--- config.mk ---
export PLATFORM = sky130hd
export DESIGN_NAME = ops_ctrl
export DESIGN_NICKNAME = d
export VERILOG_FILES = /design/src/design/ops_pkg.sv /design/src/design/ops_ctrl.sv
export SDC_FILE = /design/constraint.sdc
export NUM_CORES = 1
export LEC_CHECK = 0
export ABC_AREA = 1
export BUFFER_PORTS_ARGS = -buffer_cell sky130_fd_sc_hd__buf_2
export CORE_AREA = 2 2 39 41
export DETAILED_ROUTE_END_ITERATION = 16
export DIE_AREA = 0 0 41 43
export PLACE_DENSITY = 0.7
export SKIP_CTS_REPAIR_TIMING = 1
export SYNTH_ARGS = -nofsm -noshare
export SYNTH_HDL_FRONTEND = slang
export SYNTH_SLANG_ARGS = --single-unit
--- constraint.sdc ---
create_clock -name clk -period 1.6 [get_ports clk]
set_clock_uncertainty 0.05 [all_clocks]
set_input_delay 0.32 -clock clk [delete_from_list [all_inputs] [get_ports clk]]
set_output_delay 0.32 -clock clk [all_outputs]
set_load 0.1 [all_outputs]
--- src/design/ops_pkg.sv ---
// ----------------------------------------------------------------------------
// ops_pkg
// Shared widths, constants, datapath opcodes and the command/status
// structs that join the sieve controller and datapath.
// ----------------------------------------------------------------------------
package ops_pkg;

  localparam int LIMIT_W       = 21;
  localparam int VALUE_W       = 20;
  localparam int RESET_LIMIT   = 1000000;
  localparam int DEF_MAX_LIMIT = 1048576;

  // one memory word holds the marks of 32 consecutive odd numbers (64 integers)
  localparam int MARK_W  = 32;
  localparam int BIT_W   = 5;
  localparam int WORD_SH = 6;

  localparam int OP_W = 4;
  localparam logic [OP_W-1:0] OP_NOP         = 4'd0;
  localparam logic [OP_W-1:0] OP_CLR_START   = 4'd1;
  localparam logic [OP_W-1:0] OP_CLR_STEP    = 4'd2;
  localparam logic [OP_W-1:0] OP_FROM3       = 4'd3;
  localparam logic [OP_W-1:0] OP_FIND_RD     = 4'd4;
  localparam logic [OP_W-1:0] OP_FIND_CHK    = 4'd5;
  localparam logic [OP_W-1:0] OP_SQ          = 4'd6;
  localparam logic [OP_W-1:0] OP_STRIKE_INIT = 4'd7;
  localparam logic [OP_W-1:0] OP_STRIKE_RD   = 4'd8;
  localparam logic [OP_W-1:0] OP_STRIKE_WR   = 4'd9;
  localparam logic [OP_W-1:0] OP_NEXT_P      = 4'd10;
  localparam logic [OP_W-1:0] OP_REQ_INIT    = 4'd11;
  localparam logic [OP_W-1:0] OP_EMIT_NONE   = 4'd12;
  localparam logic [OP_W-1:0] OP_EMIT_HIT    = 4'd13;
  localparam logic [OP_W-1:0] OP_EMIT_MISS   = 4'd14;
  localparam logic [OP_W-1:0] OP_BUILD_DONE  = 4'd15;

  typedef struct packed {
    logic [OP_W-1:0] op;
  } cmd_t;

  typedef struct packed {
    logic clr_last;
    logic from_ge_lim;
    logic chk_hit;
    logic chk_none;
    logic sq_lt_lim;
    logic m_ge_lim;
    logic two_pend;
    logic exh;
    logic lim_le2;
  } sts_t;

endpackage

--- src/design/ops_ctrl.sv ---
// ----------------------------------------------------------------------------
// ops_ctrl
// Sieve controller: sequences clearing, sieving, the next-unmarked search
// and result delivery by issuing datapath opcodes.
// ----------------------------------------------------------------------------
module ops_ctrl import ops_pkg::*; (
  input  logic clk,
  input  logic rst_n,
  input  logic start_acc,
  input  logic in_restart,
  input  logic cfg_we,
  input  sts_t sts,
  output cmd_t cmd,
  output logic busy
);

  localparam int SW = 4;
  localparam logic [SW-1:0] ST_IDLE  = 4'd0;
  localparam logic [SW-1:0] ST_CLR   = 4'd1;
  localparam logic [SW-1:0] ST_BPI   = 4'd2;
  localparam logic [SW-1:0] ST_FRD   = 4'd3;
  localparam logic [SW-1:0] ST_FCHK  = 4'd4;
  localparam logic [SW-1:0] ST_SQ    = 4'd5;
  localparam logic [SW-1:0] ST_SQCHK = 4'd6;
  localparam logic [SW-1:0] ST_SRD   = 4'd7;
  localparam logic [SW-1:0] ST_SWR   = 4'd8;
  localparam logic [SW-1:0] ST_BDONE = 4'd9;
  localparam logic [SW-1:0] ST_DISP  = 4'd10;
  localparam logic [SW-1:0] ST_EHIT  = 4'd11;
  localparam logic [SW-1:0] ST_EMISS = 4'd12;

  logic [SW-1:0] state_r, state_nxt;
  logic          built_r, built_nxt;
  logic          bld_r, bld_nxt;

  always_comb begin
    state_nxt = state_r;
    built_nxt = built_r;
    bld_nxt   = bld_r;
    cmd.op    = OP_NOP;
    unique case (state_r)
      ST_IDLE: begin
        if (cfg_we) begin
          built_nxt = 1'b0;
        end
        if (start_acc) begin
          if (in_restart || !built_r || cfg_we) begin
            cmd.op    = OP_CLR_START;
            built_nxt = 1'b0;
            state_nxt = ST_CLR;
          end else begin
            state_nxt = ST_DISP;
          end
        end
      end
      ST_CLR: begin
        cmd.op = OP_CLR_STEP;
        if (sts.clr_last) begin
          state_nxt = ST_BPI;
        end
      end
      ST_BPI: begin
        cmd.op    = OP_FROM3;
        bld_nxt   = 1'b1;
        state_nxt = ST_FRD;
      end
      ST_FRD: begin
        if (sts.from_ge_lim) begin
          state_nxt = bld_r ? ST_BDONE : ST_EMISS;
        end else begin
          cmd.op    = OP_FIND_RD;
          state_nxt = ST_FCHK;
        end
      end
      ST_FCHK: begin
        cmd.op = OP_FIND_CHK;
        if (sts.chk_hit) begin
          state_nxt = bld_r ? ST_SQ : ST_EHIT;
        end else if (sts.chk_none) begin
          state_nxt = ST_FRD;
        end else begin
          state_nxt = bld_r ? ST_BDONE : ST_EMISS;
        end
      end
      ST_SQ: begin
        cmd.op    = OP_SQ;
        state_nxt = ST_SQCHK;
      end
      ST_SQCHK: begin
        if (sts.sq_lt_lim) begin
          cmd.op    = OP_STRIKE_INIT;
          state_nxt = ST_SRD;
        end else begin
          state_nxt = ST_BDONE;
        end
      end
      ST_SRD: begin
        if (sts.m_ge_lim) begin
          cmd.op    = OP_NEXT_P;
          state_nxt = ST_FRD;
        end else begin
          cmd.op    = OP_STRIKE_RD;
          state_nxt = ST_SWR;
        end
      end
      ST_SWR: begin
        cmd.op    = OP_STRIKE_WR;
        state_nxt = ST_SRD;
      end
      ST_BDONE: begin
        cmd.op    = OP_BUILD_DONE;
        built_nxt = 1'b1;
        state_nxt = ST_DISP;
      end
      ST_DISP: begin
        if ((sts.two_pend && sts.lim_le2) || (!sts.two_pend && sts.exh)) begin
          cmd.op    = OP_EMIT_NONE;
          state_nxt = ST_IDLE;
        end else begin
          cmd.op    = OP_REQ_INIT;
          bld_nxt   = 1'b0;
          state_nxt = ST_FRD;
        end
      end
      ST_EHIT: begin
        cmd.op    = OP_EMIT_HIT;
        state_nxt = ST_IDLE;
      end
      ST_EMISS: begin
        cmd.op    = OP_EMIT_MISS;
        state_nxt = ST_IDLE;
      end
      default: state_nxt = ST_IDLE;
    endcase
  end

  always_ff @(posedge clk) begin
    if (!rst_n) begin
      state_r <= ST_IDLE;
      built_r <= 1'b0;
      bld_r   <= 1'b0;
    end else begin
      state_r <= state_nxt;
      built_r <= built_nxt;
      bld_r   <= bld_nxt;
    end
  end

  assign busy = (state_r != ST_IDLE);

endmodule

# Word level (Yosys, flattened, before mapping)
# Cells that the tools add are included.
[word_totals] register_bits=6 word_cells=56 input_bits=14 output_inout_bits=5
[classes] eq_ne=15 muxes=25 reduce_logical=13
[op_table] op="case mux 4 bit (13 select lines)" count=1
[op_table] op="case mux 4 bit (11 select lines)" count=1
[op_table] op="two-way mux 4 bit" count=9
[op_table] op="equality test 4 bit (second input constant)" count=5
[op_table] op="equality test 4 x 3 -> 1 bit (second input constant)" count=4
[op_table] op="two-way mux 3 bit" count=4
[op_table] op="equality test 4 x 2 -> 1 bit (second input constant)" count=2
[op_table] op="two-way mux 1 bit" count=6
[op_table] op="!= test 2 bit (second input constant)" count=3
[op_table] op="equality test 4 x 1 -> 1 bit (second input constant)" count=1
[op_table] op="zero test 4 bit" count=1
[op_table] op="two-way mux 2 bit" count=2
[op_table] op="case mux 1 bit (2 select lines)" count=2
[op_table] op="AND reduction 2 bit" count=2
[op_table] op="nonzero test 2 bit" count=2
[op_table] op="nonzero test 4 bit" count=1
[op_table] op="logical OR 1 bit" count=3
[op_table] op="logical AND 1 bit" count=2
[op_table] op="zero test 1 bit" count=2

# Logic depth before layout (Yosys ltp)
# Gate-level depths: netlist of run 1.
[depth] ltp_word=6 depth_mapped=9 mapped_depth_nobuf=9

# Least setup slack after synthesis of run 1
# Ideal clock, no wire load.
[synth_path] path_kind="register to output" startpoint="register state_r[1]" endpoint="output port cmd[2] (netlist bit)" arrival_time_ns=2.223 stages_incl_launch_ff=5 slack_ns=-0.993 required_time_ns=1.230 path_cell_list="dfxtp_1 nand2_1 nor2_1 inv_1 o2111ai_1"
[synth_rtl] item="start: declaration" line_no="ops_ctrl.sv:32" rtl="logic [SW-1:0] state_r, state_nxt;"
[synth_rtl] item="start signal: assignment" line_no="ops_ctrl.sv:143" rtl="state_r <= state_nxt;"
[synth_rtl] item="end: declaration" line_no="ops_ctrl.sv:13" rtl="output cmd_t cmd,"

==> summary.md, run 1 <==
| Metric | Value |
|---|---|
| Worst-Margin Slew | `0.2627 ns` |
| Largest net degree at the start of global routing | `7` |
| Synth warnings | `0` |
| CTS tree | `done` |
| Final Hold Viols | `0` |
| HP Start | `sts[8]` |
| Clock slew at reported path FFs | `0.04 ns` |
| Initial antenna violation count | `0` |
| Minimum clock period | `1.882 ns` |
| DRT antenna net count | `0` |
| Yosys top cell by area | `nand2_1` |
| Clock share of power | `6.9%` |
| Worst reg2reg path depth | `8` |
| GRT overflow | `0` |
| Fmax | `531.3 MHz` |
| Initial DRC Count | `35` |
| Clock sinks | `6` |
| R2R Setup Slk | `0.17 ns` |
| First drt pass iteration count | `4` |
| Max-slew violation count | `0` |
| Routed via count | `885` |
| DRC | `0` |
| Syn Inst Count | `111` |
| Hold EP | `state_r[0]$_SDFFE_PN0P_` |
| Worst hold path cell count | `3` |
| First-pass GRT wire length | `2.904 mm` |
| Critical path type | `reg -> out` |
| Setup ws final | `-0.2821 ns` |
| Tcrit/Tclk final | `117.6%` |
| Critical path peak fanout | `4` |
| # IOs | `19` |
| Reg-to-reg endpoint | `state_r[3]$_SDFFE_PN0P_` |
| CP endpoint kind | `primary output` |
| Clk buf depth | `2` |
| Failing checks | `setup timing` |
| Post-synth top area share | `25.38%` |
| Fill count | `103` |
| Die X | `41 um` |
| Area contributors post-synth | `nand2_1 (25%), dfxtp_1 (21%), nor2_1 (12%)` |
| Worst rel slew slack | `82.49%` |
| Final setup viols | `4` |
| Area grow syn2layout | `79.83%` |
| Root buf cell | `clkbuf_4` |
| Antenna cells | `0` |
| Post-Syn Area per Cell | `5.196 um^2` |
| Pleak | `0.5185 nW` |
| Number of H-tree levels | `1` |
| Final GP Congestion | `0.9426` |
| Switch share | `57.46%` |
| Reg2Reg Launch Point | `state_r[1]$_SDFFE_PN0P_` |
| Core area | `1384 um^2` |
| Hold slack | `0.2969 ns` |
| Critical Path Start Type | `flop` |
| Vias in the first global route | `741` |
| Non-Filler Instances | `162` |
| Port buffer count | `18` |
| Fraction of layout cells with a size suffix above 1 | `47.95%` |
| Distinct cells, synth | `20` |
| Row count | `14` |
| DIE AREA | `1763 um^2` |
| Routed WL | `2.202 mm` |
| Int Pwr | `0.0008177 W` |
| Clock Latency Late Sink | `0.24 ns` |
| Worst path arrival time | `1.51 ns` |
| Routed wire per std cell | `13.59 um` |
| Starting density of the core | `41.68%` |
| # nets final | `162` |
| Register bit count reported by yosys | `6` |
| Register area share after synthesis | `20.82%` |
| Num CTS Buffers | `3` |
| Sequential power share | `13.9%` |
| Post-DP HPWL | `1.485 mm` |
| Worst vdd rail ir drop | `1858 uV` |
| Max-Cap Viols | `0` |
| Vias/cell | `5.463` |
| Req. time, crit path | `1.23 ns` |
| GRT Overall Usage | `24.35%` |
| Logic pwr share | `79.2%` |
| Syn_nets | `125` |
| Pwr per Cell Area | `1853 nW/um^2` |
| Switch Pwr | `0.001104 W` |
| Placed Instances | `156` |
| Status | `finished with violations` |
| Die H | `43 um` |
| RSZ-0062 raised after global routing | `yes` |
| Mapped Area | `576.8 um^2` |
| Min-delay worst type | `in -> reg` |
==> state kept, by name (all words and copies together) (netlist names) <==
name     count
bld_r        1
state_r      4
built_r      1
==> synth_stat cells <==
library cell   n
nor2_2         3
o21ai_0        1
o211ai_1       1
or2_2          1
or2_1          1
inv_1         16
o22ai_1        1
and3_1         1
a21oi_1        7
inv_2          1
nand3_1        7
dfxtp_1        6
o2111ai_1      1
a31oi_1        1
nor2_1        18
nor3_1         1
nand3b_1       2
nand2_1       39
o21ai_1        1
nand4_1        2
==> kinds of logic after synthesis <==
family	after synthesis	share of synthesized area [%]
simple gates	75	55.31
buf+inv	17	11.06
compound gates	13	12.80
flops	6	20.83
==> routing by layer <==
layer | vias up | track usage, % | share of wire, %
li1 | 425 | - | -
met1 | 397 | 28.80 | 38
met2 | 47 | 38.13 | 52
met3 | 16 | 3.141 | 5.2
met4 | 0 | 16.67 | 4.8
met5 | - | 0 | 0
==> power by group through the flow <==
| stage | Combinational (W) | Sequential (W) | Clock (W) |
|---|---|---|---|
| 2_1_floorplan | 0.000887 | 0.000222 | 0 |
| 3_3_place_gp | 0.00134 | 0.000229 | 0 |
| 3_5_place_dp | 0.00135 | 0.000231 | 0 |
| 4_1_cts | 0.00135 | 0.000228 | 0.000140 |
| 5_1_grt | 0.00159 | 0.000270 | 0.000154 |
| 6_report | 0.00152 | 0.000267 | 0.000132 |
==> critical path, stage by stage, from the launching register on <==
cell	delay, ns
dfxtp_4	0.39
inv_4	0.07
nor2_2	0.19
nand2_1	0.12
nand2_1	0.12
inv_1	0.05
nand4_1	0.13
buf_12	0.19
==> worst max path at each step <==
| stage | from | end | slack (ns) | depth (start not counted) |
|---|---|---|---|---|
| 3_5_place_dp | state_r[1]$_SDFFE_PN0P_ | cmd[2] | -0.02 | 5 |
| 3_3_place_gp | state_r[2]$_SDFFE_PN0P_ | cmd[0] | 0.002 | 7 |
| 2_1_floorplan | state_r[2]$_SDFFE_PN0P_ | cmd[0] | -0.44 | 7 |
| 5_1_grt | state_r[0]$_SDFFE_PN0P_ | cmd[1] | -0.33 | 7 |
| 6_report | state_r[0]$_SDFFE_PN0P_ | cmd[1] | -0.28 | 7 |
| 4_1_cts | state_r[1]$_SDFFE_PN0P_ | cmd[2] | -0.29 | 5 |
==> per-stage QoR <==
step | power [W] | TNS [ns] | setup WS, ns | instance area [um^2] | utilization, %
after global placement | 0.001568 | 0 | 0.002397 | 872.1 | 63.02
final | 0.001922 | -0.9705 | -0.2821 | 1037 | 74.95
after floorplan | 0.001109 | -1.380 | -0.4423 | 604.3 | -
after CTS | 0.001721 | -0.9911 | -0.2939 | 894.6 | 64.65
after detailed placement | 0.001580 | -0.03693 | -0.02432 | 872.1 | 63.02
after global routing | 0.002017 | -1.223 | -0.3288 | 1037 | 74.95
==> layout by cell type, fill, tap and decap left out, drive strengths merged <==
master	instances
o21ai	2
inv	17
or2	2
nand3	7
buf	32
and3	1
nand4	2
o211ai	1
a31oi	1
o2111ai	1
nand3b	2
dfxtp	6
o22ai	1
nor2	21
a21oi	7
clkbuf	3
nor3	1
nand2	39
==> layout make-up <==
cell class                      instances  area [um^2]  area share, %
Multi-Input combinational cell         88        520.5          50.18
Tap cell                               16        20.02          1.930
Timing Repair Buffer                   32        270.3          26.06
Sequential cell                         6        135.1          13.03
Inverter                               17        68.82          6.635
Clock buffer                            3        22.52          2.171
(Power assumes the default switching activity.)
==> run 2, diff against run 1 <==
==> constraint.sdc (replaced) <==
create_clock -name clk -period 2 [get_ports clk]
set_clock_uncertainty 0.05 [all_clocks]
set_input_delay 0.4 -clock clk [delete_from_list [all_inputs] [get_ports clk]]
set_output_delay 0.4 -clock clk [all_outputs]
set_load 0.1 [all_outputs]
==> summary.md, run 2 (synthesis results as in run 1) <==
| Metric | Value |
|---|---|
| Status | `complete, no violations` |
| Clk buf depth | `2 (unchanged)` |
| Final Hold Viols | `0 (unchanged)` |
| Max-slew violation count | `0 (unchanged)` |
| RSZ-0062 raised after global routing | `yes` |
| Routed wire per std cell | `10.68 um (-21%)` |
| Final core utilization | `59.13% (-16 points)` |
| DRC | `0 (unchanged)` |
| Worst rel slew slack | `67.95% (-15 points)` |
| Reg-to-reg endpoint | `state_r[0]$_SDFFE_PN0P_` |
| Place WS | `0.2084 ns (+0.2327 ns)` |
| Max-Cap Viols | `0 (unchanged)` |
| Fmax | `510.3 MHz` |
| Antenna cells | `0 (unchanged)` |
| CP Launch Point | `state_r[2]$_SDFFE_PN0P_` |
| DIE AREA | `1763 um^2 (unchanged)` |
| Critical Path Start Type | `flop` |
| Cells along the critical path | `inv_2 > nand2_1 > nor2_1 > inv_1 > o2111ai_2 > buf_12` |
| Routed WL | `1.580 mm (-28%)` |
| Area grow syn2layout | `41.87%` |
| Fin area | `818.3 um^2 (-21%)` |
| Pwr Total | `0.001293 W (-33%)` |
| Worst reg2reg path depth | `9 (+1)` |
| Post-DP HPWL | `1.276 mm (-14%)` |
| Crit path depth | `6 (-1)` |
| # IOs | `19 (unchanged)` |
| Routed via count | `769 (-13%)` |
| Pleak | `0.4317 nW (-17%)` |
| Worst setup path end | `cmd[2]` |
| Clock slew at reported path FFs | `0.04 ns (about the same)` |
| Die H | `43 um (unchanged)` |
| CP delay by family, top | `buffers and inverters` |
| GRT overflow | `0 (unchanged)` |
| Req. time, crit path | `1.55 ns (+0.32 ns)` |
| R2R Setup Slk | `0.62 ns (+0.45 ns)` |
| Biggest regs | `state_r x4, bld_r x1, built_r x1` |
| CP bufs+invs | `3 (unchanged)` |
| Critical path type | `reg -> out` |
| Largest reg by FF count | `state_r` |
| Final GP Congestion | `0.8855 (-6.1%)` |
| Reg2Reg Launch Point | `state_r[2]$_SDFFE_PN0P_` |
| CTS tree | `done` |
| Num CTS Buffers | `3 (unchanged)` |
| First drt pass iteration count | `4 (unchanged)` |
| Worst-Margin Slew | `0.4840 ns (+0.2213 ns)` |
| GRT Overall Usage | `20.16% (-4.2 points)` |
| Critical path peak fanout | `5 (+1)` |
| Placed cell areas | `768.2 um^2 (-12%)` |
| Port buffer count | `18 (unchanged)` |
| Largest net degree at the start of global routing | `7 (unchanged)` |
| Minimum clock period | `1.960 ns` |
| Max FFs per register | `4 (unchanged)` |
| Vias in the first global route | `645 (-13%)` |
| Initial antenna violation count | `0 (unchanged)` |
| Critical Path Max Stage Delay | `0.36 ns (-0.03 ns)` |
| Initial DRC Count | `21 (-40%)` |
| Min-delay worst type | `in -> reg` |
| Pwr per Cell Area | `1580 nW/um^2 (-15%)` |
| # nets final | `148 (-8.6%)` |
| Core area | `1384 um^2 (unchanged)` |
| Fraction of layout cells with a size suffix above 1 | `36.36% (-12 points)` |
| Root buf cell | `clkbuf_4` |
| Vias/cell | `5.196 (-4.9%)` |
| Clock Latency Late Sink | `0.24 ns (about the same)` |
| Die X | `41 um (unchanged)` |
| Setup ws final | `0.04049 ns (+0.3226 ns)` |
| CP endpoint kind | `primary output` |
| Slowest stage cell, crit path | `dfxtp_4` |
| First-pass GRT wire length | `2.435 mm (-16%)` |
| Number of H-tree levels | `1 (unchanged)` |
| Row count | `14 (unchanged)` |
| Clock sinks | `6 (unchanged)` |
| Commonest non-fill, non-tap cell in the layout | `nand2_1` |
| Tcrit/Tclk final | `97.98%` |
| TNS Setup | `0 ns (+0.9705 ns)` |
| DRT antenna net count | `0 (unchanged)` |
| Worst vdd rail ir drop | `1316 uV (-29%)` |
| Final setup viols | `0 (-4)` |
| Leading cell types in the layout, fill and taps excluded | `nand2_1 (31), nor2_1 (16), buf_2 (15)` |
| Worst path arrival time | `1.51 ns (about the same)` |
| Starting density of the core | `41.68% (unchanged)` |
-- run 2: cell types whose count changed in the layout (fill, tap and decap cells not counted), moves of 3 or more --
cell,before,now
nor2_1,13,16
nand2_4,6,0
dfxtp_2,0,3
dfxtp_4,4,1
nand2_2,5,8
buf_4,14,0
nand2_1,28,31
nor2_4,5,1
-- run 2: layout make-up --
cell class / instances / area (um^2)
clock buffers: 3 / 22.52
inverters: 17 / 73.82
multi-input cells: 88 / 439.2
fillers: 149 / 565.5
repair buffers: 18 / 135.1
well taps: 16 / 20.02
flip-flops and latches: 6 / 127.6
-- run 2: worst min path at each step --
stage	from	to	slack (ns)	depth (start not counted)
after floorplan	bld_r$_SDFFE_PN0P_	bld_r$_SDFFE_PN0P_	0.42	2
after global routing	sts[8]	state_r[0]$_SDFFE_PN0P_	0.41	3
after global placement	built_r$_SDFFE_PN0P_	built_r$_SDFFE_PN0P_	0.45	2
after CTS	sts[8]	state_r[0]$_SDFFE_PN0P_	0.37	3
final	sts[8]	state_r[0]$_SDFFE_PN0P_	0.38	3
after detailed placement	built_r$_SDFFE_PN0P_	built_r$_SDFFE_PN0P_	0.46	2
-- run 2: stage by stage --
stage | instances | hold slack [ns]
3_3_place_gp | 145 | 0.4523
4_1_cts | 148 | 0.3740
5_1_grt | 148 | 0.4119
2_1_floorplan | 111 | 0.4239
3_5_place_dp | 145 | 0.4589
6_report | 148 | 0.3840
-- run 2: tightest hold or removal path, cell delays in order --
cell and delay [ns]:
buf_2 0.07, or2_1 0.10, a21oi_1 0.06
-- run 2: where the power goes --
part	internal [W]	switching [W]	total, W	leakage, nW
combinational	0.000300	0.000698	0.000997	0.367
sequential	0.000150	0.0000374	0.000187	0.0508
clock	0.0000677	0.0000409	0.000109	0.0138
total	0.000517	0.000776	0.00129	0.432
-- run 2: metal layers --
layer	vias up	wire length (um)	track usage, %
met4	0	31	14.00
met2	30	769	30.63
met3	4	99	1.571
met1	338	679	25.32
li1	397	-	-
met5	-	0	0
==> run 3, diff against run 2 <==
--- a/config.mk
+++ b/config.mk
@@ -7,10 +7,11 @@
 export LEC_CHECK = 0
 export ABC_AREA = 1
 export BUFFER_PORTS_ARGS = -buffer_cell sky130_fd_sc_hd__buf_2
-export CORE_AREA = 2 2 39 41
+export CELL_PAD_IN_SITES_DETAIL_PLACEMENT = 0
+export CELL_PAD_IN_SITES_GLOBAL_PLACEMENT = 2
+export CORE_UTILIZATION = 22
 export DETAILED_ROUTE_END_ITERATION = 16
-export DIE_AREA = 0 0 41 43
-export PLACE_DENSITY = 0.7
+export PLACE_DENSITY_LB_ADDON = 0.1
 export SKIP_CTS_REPAIR_TIMING = 1
 export SYNTH_ARGS = -nofsm -noshare
 export SYNTH_HDL_FRONTEND = slang
==> summary.md, run 3 (synthesis results as in run 1) <==
| Metric | Value |
|---|---|
| DRC | `0 (unchanged)` |
| Post-DP HPWL | `1.593 mm (+25%)` |
| Vias/cell | `4.475 (-14%)` |
| Non-Filler Instances | `162 (+9.5%)` |
| Worst-Margin Slew | `0.4831 ns (-0.0008968 ns)` |
| Routed via count | `725 (-5.7%)` |
| Final core utilization | `35.35% (-24 points)` |
| Pwr per Cell Area | `1513 nW/um^2 (-4.3%)` |
| GRT overflow | `0 (unchanged)` |
| Critical Path Max Stage Delay | `0.39 ns (+0.03 ns)` |
| GRT Overall Usage | `13.94% (-6.2 points)` |
| Vias in the first global route | `618 (-4.2%)` |
| Slowest stage cell, crit path | `dfxtp_2` |
| Int Pwr | `0.0005259 W (+1.7%)` |
| Pwr Total | `0.001325 W (+2.5%)` |
| Largest net degree at the start of global routing | `7 (unchanged)` |
| Port buffer count | `18 (unchanged)` |
| Commonest non-fill, non-tap cell in the layout | `nand2_1` |
| Fraction of layout cells with a size suffix above 1 | `40.91% (+4.5 points)` |
| Worst rel slew slack | `68.01% (about the same)` |
| Max FFs per register | `4 (unchanged)` |
| Critical path type | `reg -> out` |
| Number of H-tree levels | `1 (unchanged)` |
| # IOs | `19 (unchanged)` |
| Max-slew violation count | `0 (unchanged)` |
| Minimum clock period | `1.957 ns (-0.002073 ns)` |
| Pleak | `0.4343 nW (+0.60%)` |
| Clock slew at reported path FFs | `0.05 ns (about the same)` |
| CP endpoint kind | `primary output` |
| Critical path peak fanout | `5 (unchanged)` |
| Hold slack | `0.3838 ns (-0.0001540 ns)` |
| Worst vdd rail ir drop | `1517 uV (+15%)` |
| # nets final | `148 (unchanged)` |
| First-pass GRT wire length | `2.732 mm (+12%)` |
| Routed wire per std cell | `11.45 um (+7.3%)` |
| Tcrit/Tclk final | `97.87% (-0.10 points)` |
| Fmax | `510.9 MHz (+0.11%)` |
| Switch share | `60.31% (+0.31 points)` |
| DRT antenna net count | `0 (unchanged)` |
| First drt pass iteration count | `4 (unchanged)` |
| Cells along the critical path | `inv_4 > nand2_4 > inv_2 > nand2_2 > nand2_2 > a21oi_1 > nand4_1 > buf_12` |
| DIE AREA | `2831 um^2 (+61%)` |
| Logic pwr share | `77.5% (+0.4 points)` |
| Min-delay worst type | `in -> reg` |
| Placed cell areas | `800.8 um^2 (+4.2%)` |
| Die H | `53.21 um (+24%)` |
| Initial antenna violation count | `0 (unchanged)` |
| Initial DRC Count | `15 (-29%)` |
| Leading cell types in the layout, fill and taps excluded | `nand2_1 (28), nor2_1 (14), buf_2 (14)` |
| Status | `complete, no violations` |
| Die X | `53.21 um (+30%)` |
| Final setup viols | `0 (unchanged)` |
| Routed WL | `1.855 mm (+17%)` |
| Largest reg by FF count | `state_r` |
| Root buf cell | `clkbuf_4` |
| Clk buf depth | `2 (unchanged)` |
| Cell repeated most along the worst path | `nand2_2` |
| Biggest regs | `state_r x4, bld_r x1, built_r x1` |
| RSZ-0062 raised after global routing | `yes` |
| Final GP Congestion | `0.8056 (-9.0%)` |
| Sequential power share | `14.0% (-0.5 points)` |
| Clock share of power | `8.5% (about the same)` |
| Clock Latency Late Sink | `0.24 ns (about the same)` |
| Worst path arrival time | `1.51 ns (about the same)` |
| Starting density of the core | `23.28% (-18 points)` |
| Critical Path Start Type | `flop` |
| Num CTS Buffers | `3 (unchanged)` |
| Placed Instances | `159 (+9.7%)` |
| Clock sinks | `6 (unchanged)` |
| CTS tree | `done` |
| Max-Cap Viols | `0 (unchanged)` |
| Switch Pwr | `0.0007992 W (+3.0%)` |
| Antenna cells | `0 (unchanged)` |
| Core area | `2477 um^2 (+79%)` |
| Req. time, crit path | `1.55 ns (about the same)` |
| Final Hold Viols | `0 (unchanged)` |
| Area grow syn2layout | `51.84%` |
| Fin area | `875.8 um^2 (+7.0%)` |
| Row count | `18 (+4)` |
==> run 3: changes by cell type in the layout (fill, tap and decap cells not counted) <==
| cell | previous run | this run |
|---|---|---|
| nor2_1 | 16 | 14 |
| nand2_2 | 8 | 10 |
| buf_2 | 15 | 14 |
| buf_12 | 3 | 4 |
| nand2_1 | 31 | 28 |
| inv_1 | 11 | 10 |
| nor2_2 | 4 | 5 |
| nor2_4 | 1 | 2 |
| inv_4 | 1 | 2 |
| nand2_4 | 0 | 1 |
==> run 3: worst paths after layout <==
| check | start | endpoint | slack (ns) | depth (start not counted) |
|---|---|---|---|---|
| max | state_r[2]$_SDFFE_PN0P_ | cmd[0] | 0.04 | 8 |
| min | sts[8] | state_r[0]$_SDFFE_PN0P_ | 0.38 | 3 |
| max reg2reg | state_r[0]$_SDFFE_PN0P_ | state_r[0]$_SDFFE_PN0P_ | 0.63 | 8 |
| min reg2reg | built_r$_SDFFE_PN0P_ | built_r$_SDFFE_PN0P_ | 0.45 | 2 |
==> run 3: area by class of cell <==
| type | instances | area (um^2) |
|---|---|---|
| flip-flops and latches | 6 | 127.6 |
| clock buffers | 3 | 22.52 |
| multi-input cells | 88 | 461.7 |
| inverters | 17 | 76.32 |
| repair buffers | 18 | 150.1 |
| well taps | 30 | 37.54 |
| fillers | 304 | 1602 |
==> run 3: through the flow <==
stage	setup slack (ns)	setup TNS [ns]
after global routing	-0.007603	-0.007603
after floorplan	-0.1604	-0.3284
final	0.04256	0
after detailed placement	0.1884	0
after global placement	0.2045	0
after CTS	-0.02996	-0.05700
==> run 3: worst max-delay path: cells and delay by family, from the launching register on <==
kind | cells | cell delay [ns]
buffers and inverters | 3 | 0.34
AOI/OAI and AO/OA | 1 | 0.12
and+or+nand+nor | 4 | 0.42
DFF | 1 | 0.39
==> run 3: power by group through the flow <==
stage,sequential [W],combinational [W],clock (W)
6_report,0.000186,0.00103,0.000113
5_1_grt,0.000189,0.00110,0.000119
4_1_cts,0.000182,0.00101,0.000116
3_5_place_dp,0.000185,0.00100,0
3_3_place_gp,0.000184,0.00101,0
2_1_floorplan,0.000178,0.000704,0
==> run 3: layer usage <==
layer / global-route usage (%) / wire (um) / up-vias
li1: - / - / 395
met1: 18.03 / 894 / 308
met2: 23.13 / 882 / 18
met3: 1.724 / 63 / 4
met4: 5.263 / 13 / 0
met5: 0 / 0 / -
